--- src/design/uule_pkg.sv ---
// shared types, constants and character mapping for the uuencode line encoder
`timescale 1ns / 1ps
`default_nettype none

package uule_pkg;

    localparam int LINE_BYTES_DEF = 45;

    localparam logic [6:0] CHAR_OFFSET = 7'd32;
    localparam logic [6:0] CHAR_ZERO   = 7'd96;

    // one encoded character with its markers
    typedef struct packed {
        logic [6:0] ch;
        logic       eol;
        logic       eot;
        logic       last;
    } uule_char_t;

    function automatic logic [6:0] enc6(input logic [5:0] v);
        logic [6:0] r;
        if (v == 6'd0)
        begin
            r = CHAR_ZERO;
        end
        else
        begin
            r = {1'b0, v} + CHAR_OFFSET;
        end
        return r;
    endfunction

endpackage

`default_nettype wire

--- src/design/uule_out_stage.sv ---
// output register for encoded characters, decouples the encoder from the receiver
`timescale 1ns / 1ps
`default_nettype none

module uule_out_stage
    import uule_pkg::*;
(
    input  wire logic       clk,
    input  wire logic       rst_n,
    input  wire logic       load,
    input  wire uule_char_t load_char,
    output logic            slot_free,
    output logic            char_valid,
    input  wire logic       char_stall,
    output logic [6:0]      out_char,
    output logic            end_of_line,
    output logic            end_of_text,
    output logic            last_of_run
);

    logic       valid_reg;
    logic       valid_next;
    uule_char_t char_reg;

    assign slot_free  = !valid_reg || !char_stall;
    assign valid_next = load ? 1'b1 : (valid_reg && char_stall);

    always_ff @(posedge clk or negedge rst_n)
    begin
        if (!rst_n)
        begin
            valid_reg <= 1'b0;
        end
        else
        begin
            valid_reg <= valid_next;
        end
    end

    always_ff @(posedge clk)
    begin
        if (load)
        begin
            char_reg <= load_char;
        end
    end

    assign char_valid  = valid_reg;
    assign out_char    = char_reg.ch;
    assign end_of_line = char_reg.eol;
    assign end_of_text = char_reg.eot;
    assign last_of_run = char_reg.last;

    a_load_needs_slot: assert property (@(posedge clk) disable iff (!rst_n)
        load |-> slot_free)
        else $error("character loaded while output register is held");

    a_held_while_stalled: assert property (@(posedge clk) disable iff (!rst_n)
        valid_reg && char_stall |=> valid_reg)
        else $error("stalled character dropped");

endmodule

`default_nettype wire

--- src/design/uuencode_line_encoder_core.sv ---
// top level of the uuencode line encoder: line store, sequencer and output register
// usage:
//   input channel (data_byte, byte_valid, end_of_file) with data_valid / data_stall.
//   a transaction with byte_valid set stores one byte in the line store; when the
//   store reaches LINE_BYTES bytes, or when end_of_file is set, the line is sent on
//   the output channel (out_char, end_of_line, end_of_text, last_of_run) with
//   char_valid / char_stall, one character per transaction: length character,
//   four characters per group of three bytes, end_of_line on the last one.
//   end_of_file adds the terminating line: one backquote with end_of_text set.
//   last_of_run marks the final character caused by one input transaction.
// sending:
//   while a line is sent the input is stalled: the length character is sent,
//   then per group the line store is read and captured (one read port) and the
//   four characters are sent, plus a terminator after the last line of a text.
//   the output register lets the next input transaction be taken while the
//   last character still waits; a receiver stall holds the character and
//   pauses the sequencer.
// reset: clears the fill count, the sequencer and the output valid; line store
//   contents are not cleared.
`timescale 1ns / 1ps
`default_nettype none

module uuencode_line_encoder_core
    import uule_pkg::*;
#(
    parameter int LINE_BYTES = LINE_BYTES_DEF
)
(
    input  wire logic       clk,
    input  wire logic       rst_n,
    input  wire logic       data_valid,
    output logic            data_stall,
    input  wire logic [7:0] data_byte,
    input  wire logic       byte_valid,
    input  wire logic       end_of_file,
    output logic            char_valid,
    input  wire logic       char_stall,
    output logic [6:0]      out_char,
    output logic            end_of_line,
    output logic            end_of_text,
    output logic            last_of_run
);

    localparam int ADDR_W = $clog2(LINE_BYTES);
    localparam int CNT_W  = $clog2(LINE_BYTES + 1);
    localparam int IDX_W  = $clog2(LINE_BYTES + 3);

    typedef enum logic [4:0] {
        S_IDLE = 5'b00001,
        S_LEN  = 5'b00010,
        S_RD   = 5'b00100,
        S_CHR  = 5'b01000,
        S_TERM = 5'b10000
    } state_t;

    state_t             state_reg, state_next;
    logic [CNT_W-1:0]   fill_reg, fill_next;
    logic [CNT_W-1:0]   len_reg, len_next;
    logic               eof_reg, eof_next;
    logic [IDX_W-1:0]   base_reg, base_next;
    logic [1:0]         phase_reg, phase_next;
    logic [1:0]         chr_reg, chr_next;
    logic [23:0]        grp_reg, grp_next;
    logic               rd_pend_reg, rd_pend_next;
    logic               rd_keep_reg, rd_keep_next;
    logic [7:0]         rd_data_reg;

    logic [7:0]         line_mem [LINE_BYTES];

    logic               data_fire;
    logic               wr_en;
    logic               rd_en;
    logic [IDX_W-1:0]   rd_idx;
    logic               rd_in_range;
    logic [CNT_W-1:0]   cnt_inc;
    logic               last_group;
    logic               slot_free;
    logic               emit;
    uule_char_t         emit_char;
    logic [5:0]         chr_val;

    assign data_stall  = (state_reg != S_IDLE);
    assign data_fire   = data_valid && !data_stall;
    assign wr_en       = data_fire && byte_valid;
    assign cnt_inc     = fill_reg + CNT_W'(1);

    assign rd_idx      = base_reg + IDX_W'(phase_reg);
    assign rd_in_range = rd_idx < IDX_W'(len_reg);
    assign rd_en       = (state_reg == S_RD) && (phase_reg != 2'd3) && rd_in_range;
    assign last_group  = (base_reg + IDX_W'(3)) >= IDX_W'(len_reg);

    always_comb
    begin
        case (chr_reg)
            2'd0:    chr_val = grp_reg[23:18];
            2'd1:    chr_val = grp_reg[17:12];
            2'd2:    chr_val = grp_reg[11:6];
            default: chr_val = grp_reg[5:0];
        endcase
    end

    // line store: byte writes from the input, group reads while sending
    always_ff @(posedge clk)
    begin
        if (wr_en)
        begin
            line_mem[fill_reg[ADDR_W-1:0]] <= data_byte;
        end
        if (rd_en)
        begin
            rd_data_reg <= line_mem[rd_idx[ADDR_W-1:0]];
        end
    end

    always_comb
    begin
        state_next   = state_reg;
        fill_next    = fill_reg;
        len_next     = len_reg;
        eof_next     = eof_reg;
        base_next    = base_reg;
        phase_next   = phase_reg;
        chr_next     = chr_reg;
        grp_next     = grp_reg;
        rd_pend_next = (state_reg == S_RD) && (phase_reg != 2'd3);
        rd_keep_next = rd_in_range;
        emit         = 1'b0;
        emit_char    = '{ch: CHAR_ZERO, eol: 1'b0, eot: 1'b0, last: 1'b0};

        // bytes past the line length read as zero
        if (rd_pend_reg)
        begin
            grp_next = {grp_reg[15:0], (rd_keep_reg ? rd_data_reg : 8'd0)};
        end

        unique case (state_reg)
            S_IDLE:
            begin
                if (data_fire)
                begin
                    eof_next  = end_of_file;
                    base_next = '0;
                    if (byte_valid && (cnt_inc == CNT_W'(LINE_BYTES)))
                    begin
                        len_next   = cnt_inc;
                        fill_next  = '0;
                        state_next = S_LEN;
                    end
                    else if (end_of_file)
                    begin
                        fill_next = '0;
                        if (byte_valid || (fill_reg != '0))
                        begin
                            len_next   = byte_valid ? cnt_inc : fill_reg;
                            state_next = S_LEN;
                        end
                        else
                        begin
                            state_next = S_TERM;
                        end
                    end
                    else if (byte_valid)
                    begin
                        fill_next = cnt_inc;
                    end
                end
            end
            S_LEN:
            begin
                if (slot_free)
                begin
                    emit       = 1'b1;
                    emit_char.ch = enc6(6'(len_reg));
                    phase_next = 2'd0;
                    state_next = S_RD;
                end
            end
            S_RD:
            begin
                phase_next = phase_reg + 2'd1;
                if (phase_reg == 2'd3)
                begin
                    chr_next   = 2'd0;
                    state_next = S_CHR;
                end
            end
            S_CHR:
            begin
                if (slot_free)
                begin
                    emit           = 1'b1;
                    emit_char.ch   = enc6(chr_val);
                    emit_char.eol  = (chr_reg == 2'd3) && last_group;
                    emit_char.last = (chr_reg == 2'd3) && last_group && !eof_reg;
                    chr_next       = chr_reg + 2'd1;
                    if (chr_reg == 2'd3)
                    begin
                        if (!last_group)
                        begin
                            base_next  = base_reg + IDX_W'(3);
                            phase_next = 2'd0;
                            state_next = S_RD;
                        end
                        else if (eof_reg)
                        begin
                            state_next = S_TERM;
                        end
                        else
                        begin
                            state_next = S_IDLE;
                        end
                    end
                end
            end
            S_TERM:
            begin
                if (slot_free)
                begin
                    emit       = 1'b1;
                    emit_char  = '{ch: CHAR_ZERO, eol: 1'b1, eot: 1'b1, last: 1'b1};
                    state_next = S_IDLE;
                end
            end
            default:
            begin
                state_next = S_IDLE;
            end
        endcase
    end

    always_ff @(posedge clk or negedge rst_n)
    begin
        if (!rst_n)
        begin
            state_reg   <= S_IDLE;
            fill_reg    <= '0;
            eof_reg     <= 1'b0;
            rd_pend_reg <= 1'b0;
        end
        else
        begin
            state_reg   <= state_next;
            fill_reg    <= fill_next;
            eof_reg     <= eof_next;
            rd_pend_reg <= rd_pend_next;
        end
    end

    always_ff @(posedge clk)
    begin
        len_reg     <= len_next;
        base_reg    <= base_next;
        phase_reg   <= phase_next;
        chr_reg     <= chr_next;
        grp_reg     <= grp_next;
        rd_keep_reg <= rd_keep_next;
    end

    uule_out_stage u_out_stage (
        .clk         (clk),
        .rst_n       (rst_n),
        .load        (emit),
        .load_char   (emit_char),
        .slot_free   (slot_free),
        .char_valid  (char_valid),
        .char_stall  (char_stall),
        .out_char    (out_char),
        .end_of_line (end_of_line),
        .end_of_text (end_of_text),
        .last_of_run (last_of_run)
    );

    a_fill_in_range: assert property (@(posedge clk) disable iff (!rst_n)
        fill_reg < CNT_W'(LINE_BYTES))
        else $error("fill count reached line size without sending the line");

    a_full_line_sent: assert property (@(posedge clk) disable iff (!rst_n)
        wr_en && (cnt_inc == CNT_W'(LINE_BYTES)) |=> (state_reg == S_LEN))
        else $error("full line did not start sending");

    a_eof_flushes: assert property (@(posedge clk) disable iff (!rst_n)
        data_fire && end_of_file |=> (state_reg != S_IDLE) && (fill_reg == '0))
        else $error("end of file did not flush the line store");

    a_capture_after_read: assert property (@(posedge clk) disable iff (!rst_n)
        rd_pend_reg |-> $past(state_reg == S_RD))
        else $error("line store capture outside a read sequence");

    a_line_not_empty: assert property (@(posedge clk) disable iff (!rst_n)
        (state_reg == S_LEN) || (state_reg == S_RD) || (state_reg == S_CHR)
        |-> (len_reg != '0))
        else $error("sending a line of length zero");

endmodule

`default_nettype wire

--- config.mk ---
export PLATFORM = sky130hd
export DESIGN_NAME = uuencode_line_encoder_core
export DESIGN_NICKNAME = d
export VERILOG_FILES = /design/src/design/uule_pkg.sv /design/src/design/uule_out_stage.sv /design/src/design/uuencode_line_encoder_core.sv
export SDC_FILE = /design/constraint.sdc
export NUM_CORES = 1
export LEC_CHECK = 0
export ABC_AREA = 1
export BUFFER_PORTS_ARGS = -buffer_cell sky130_fd_sc_hd__buf_2
export CORE_UTILIZATION = 35
export CTS_BUF_LIST = sky130_fd_sc_hd__clkbuf_8
export DETAILED_ROUTE_END_ITERATION = 6
export PLACE_DENSITY = 0.59
export SYNTH_ARGS = -nofsm -noshare
export SYNTH_HDL_FRONTEND = slang
export SYNTH_SLANG_ARGS = --single-unit
--- constraint.sdc ---
create_clock -name clk -period 3.9 [get_ports clk]
set_clock_uncertainty 0.15 [all_clocks]
set_input_delay 0.78 -clock clk [delete_from_list [all_inputs] [get_ports clk]]
set_output_delay 0.78 -clock clk [all_outputs]
set_load 0.02 [all_outputs]
==> impl_metrics.tcl <==
set metrics [dict create \
    status "finished, final reports clean" \
    final_nets 1871 \
    drive_above_1_share 0.09481 \
    core_area_um2 52970 \
    crit_type "reg2reg" \
    detail_route.wl_per_cell_um 18.15 \
    post-cts-setup-buffers 0 \
    antenna_found_initial 0 \
    postSynthAreaPerCell_um2 10.73 \
    hold_path_end "eof_reg" \
    tns_ps 0 \
    leakagePower_nw 8.455 \
    grt-ovfl-total 0 \
    row_count 84 \
    synth-seq-area-share 0.6821 \
    grt_usage 0.1717 \
    power_density_nw_per_um2 768.3 \
    syn_inst 1766 \
    start_kind "flip-flop" \
    synth-edff-count 418 \
    dp_slack_ps 531.8 \
    min_from "end_of_file" \
    timing.rr.start "base_reg[0]" \
    max_cap_violations 0 \
    yosys_warnings 0 \
    initial_core_util 0.3577 \
    setup_slack_ps 467.8 \
    dr.first_iter.drc_count 1053 \
    fillers 5131 \
    peakVddDrop_mv 0.6107 \
    hold_viol 0 \
    largest_reg_flops 360 \
    die-area_um2 55070 \
    firstDrtPassIters 7 \
    synth_cell_types 42 \
    clk_path_buf_depth 3 \
    cts.sinks 433 \
    place.gp.congestion 0.8798 \
    worstPathRequired_ps 4140 \
    rsz0062_at_grt "false" \
    async_flop_share 0.03233 \
    area_growth_pct 12.63 \
    relSlewSlack 0.2793 \
    ant_nets 0 \
    whs_path_depth 3 \
    cts_resized 0 \
    fmax_mhz 291.4 \
    root_buffer "clkbuf_8" \
    fin_util 0.4028 \
    vias 12670 \
    muxShareOfSynthArea 0 \
    fin_crit_sh 0.8800 \
    ys_ff_latch 433 \
    die_x_um 234.7 \
    crit_fanout 9 \
    grt_pass1_wl_mm 72.22 \
    viasPerCell 4.917 \
    io_pins 26 \
    dominantRegCellSynth "edfxtp_1" \
    r2r_cells 10 \
    numCtsBuffers 75 \
    drc 0 \
    syn-num-nets 1803 \
    wl_mm 46.78 \
    clk_latency_ps 660 \
    hold_class "in2reg" \
    grt_max_degree 178 \
    cts_tree "yes" \
    io_buffer_count 25 \
    netlist_area_um2 18950 \
    finalCriticalPeriod_ps 3432 \
    synthXorXnorAreaFrac 0.006141 \
    yosys.area_share.adder 0.01558 \
    reg2reg_to "rd_data_reg[4]" \
    grt_pass1_vias 12240 \
    synth_compound_area_frac 0.04022 \
    synthSimpleGateAreaFrac 0.1967 \
    crit_arrival_ps 3670 \
    r2r_setup_slack_ps 470 \
    finalSetupViolCount 0 \
    postCtsHoldBufs 1 \
    h-tree-depth 3 \
    cp-end-kind "flip-flop" \
    synth_top_family_by_area "simple AND/OR/NAND/NOR gates" \
    drv_slew 0 \
    worstMarginPinSlew_ps 1081 \
    hpwl_mm 28.34 \
    die_h_um 234.7 \
    clk_pin_slew_worst_paths_ps 60 \
]
-- placed cells by master (no fill, tap or decap), drive strengths merged --
cell type and n:
o31ai 6, nand2 473, and2 1, o21ai 89
a21o 1, nand3b 1, clkinvlp 2, nor4 1
dfrtp 13, diode 1, dlygate4sd3 1, nand3 219
nor3b 1, dfstp 1, o22ai 13, nand4 9
a31oi 1, o2111ai 1, clkbuf 78, dfxtp 1
a21oi 8, edfxtp 418, o211ai 16, clkinv 23
ha 22, xnor2 1, fa 1, a211oi 1
nor3 6, xor2 8, inv 224, nor2 176
buf 72
-- power breakdown --
group	leakage (nW)	switching [mW]	internal, mW	total, mW
Combinational	3.72	5.03	2.08	7.11
Clock	0.774	1.82	1.86	3.67
Sequential	3.96	0.207	5.41	5.61
Total	8.46	7.05	9.34	16.4
-- area by class of cell --
| type | instances | area, um2 | share of cell area |
|---|---|---|---|
| flip-flops and latches | 433 | 12920 | 0.6056 |
| multi-input cells | 1055 | 4946 | 0.2318 |
| clock buffers | 78 | 1074 | 0.05031 |
| well taps | 688 | 860.8 | 0.04034 |
| inverters | 196 | 738.2 | 0.03459 |
| repair buffers | 73 | 550.5 | 0.02580 |
| clock inverters | 53 | 244.0 | 0.01143 |
| diodes | 1 | 2.502 | 0.0001173 |
-- synth_stat cells (all sizes together) (4+ instances only) --
| library cell | n | area [um2] |
|---|---|---|
| nand2 | 473 | 1778 |
| edfxtp | 418 | 12550 |
| nand3 | 219 | 1106 |
| inv | 192 | 720.7 |
| nor2 | 176 | 683.2 |
| o21ai | 89 | 445.4 |
| buf | 46 | 251.5 |
| clkbuf | 36 | 136.4 |
| ha | 22 | 275.3 |
| o211ai | 16 | 120.1 |
| dfrtp | 13 | 325.3 |
| o22ai | 13 | 81.33 |
| nand4 | 9 | 90.09 |
| a21oi | 8 | 40.04 |
| xor2 | 8 | 107.6 |
| nor3 | 6 | 41.29 |
| o31ai | 6 | 45.04 |
| clkinv | 4 | 15.01 |
-- critical path, cell delays in order, from the launching register on --
cell,delay (ps)
edfxtp_1,480
ha_4,220
fa_4,490
nand3_1,190
xor2_4,290
clkinv_1,330
ha_1,380
inv_1,50
o31ai_1,310
a211oi_1,80
buf_4,190
-- per-stage QoR --
| step | std cells | total power [mW] | area [um2] | hold WS [ps] |
|---|---|---|---|---|
| after floorplan | 1766 | 10.46 | 18950 | 270.7 |
| after global placement | 2444 | 12.74 | 20010 | 281.5 |
| after detailed placement | 2444 | 12.80 | 20010 | 284.2 |
| after CTS | 2576 | 16.51 | 21340 | 195.1 |
| after global routing | 2576 | 17.47 | 21340 | 204.4 |
| final | 2577 | 16.40 | 21340 | 225.7 |
-- routing by layer --
layer / GRT usage / up-vias / part of all wire
met1: 0.2318 / 6063 / 0.44
met4: 0.05702 / 0 / 0.023
met3: 0.03889 / 89 / 0.067
met2: 0.2734 / 434 / 0.47
met5: 0 / - / 0
li1: - / 6084 / -
-- logic make-up (layout without fill, tap and decap cells) --
| logic type | Yosys count | in the layout |
|---|---|---|
| AO/OA/AOI/OAI | 136 | 136 |
| XOR/XNOR | 9 | 9 |
| other | 0 | 1 |
| adder cells (fa/ha/maj) | 23 | 23 |
| AND/OR/NAND/NOR | 887 | 887 |
| flip-flops | 433 | 433 |
| buffers and inverters | 278 | 400 |
-- how the worst max path moves through the flow --
stage | from | to | slack [ps] | cells past startpoint
final | base_reg[0] | rd_data_reg[4] | 470 | 10
after global routing | base_reg[0] | rd_data_reg[3] | 280 | 10
after CTS | base_reg[0] | rd_data_reg[4] | 490 | 10
after detailed placement | base_reg[0] | rd_data_reg[6] | 530 | 10
after global placement | base_reg[0] | rd_data_reg[0] | 530 | 10
after floorplan | base_reg[0] | rd_data_reg[0] | 500 | 9
(Power assumes the default switching activity.)
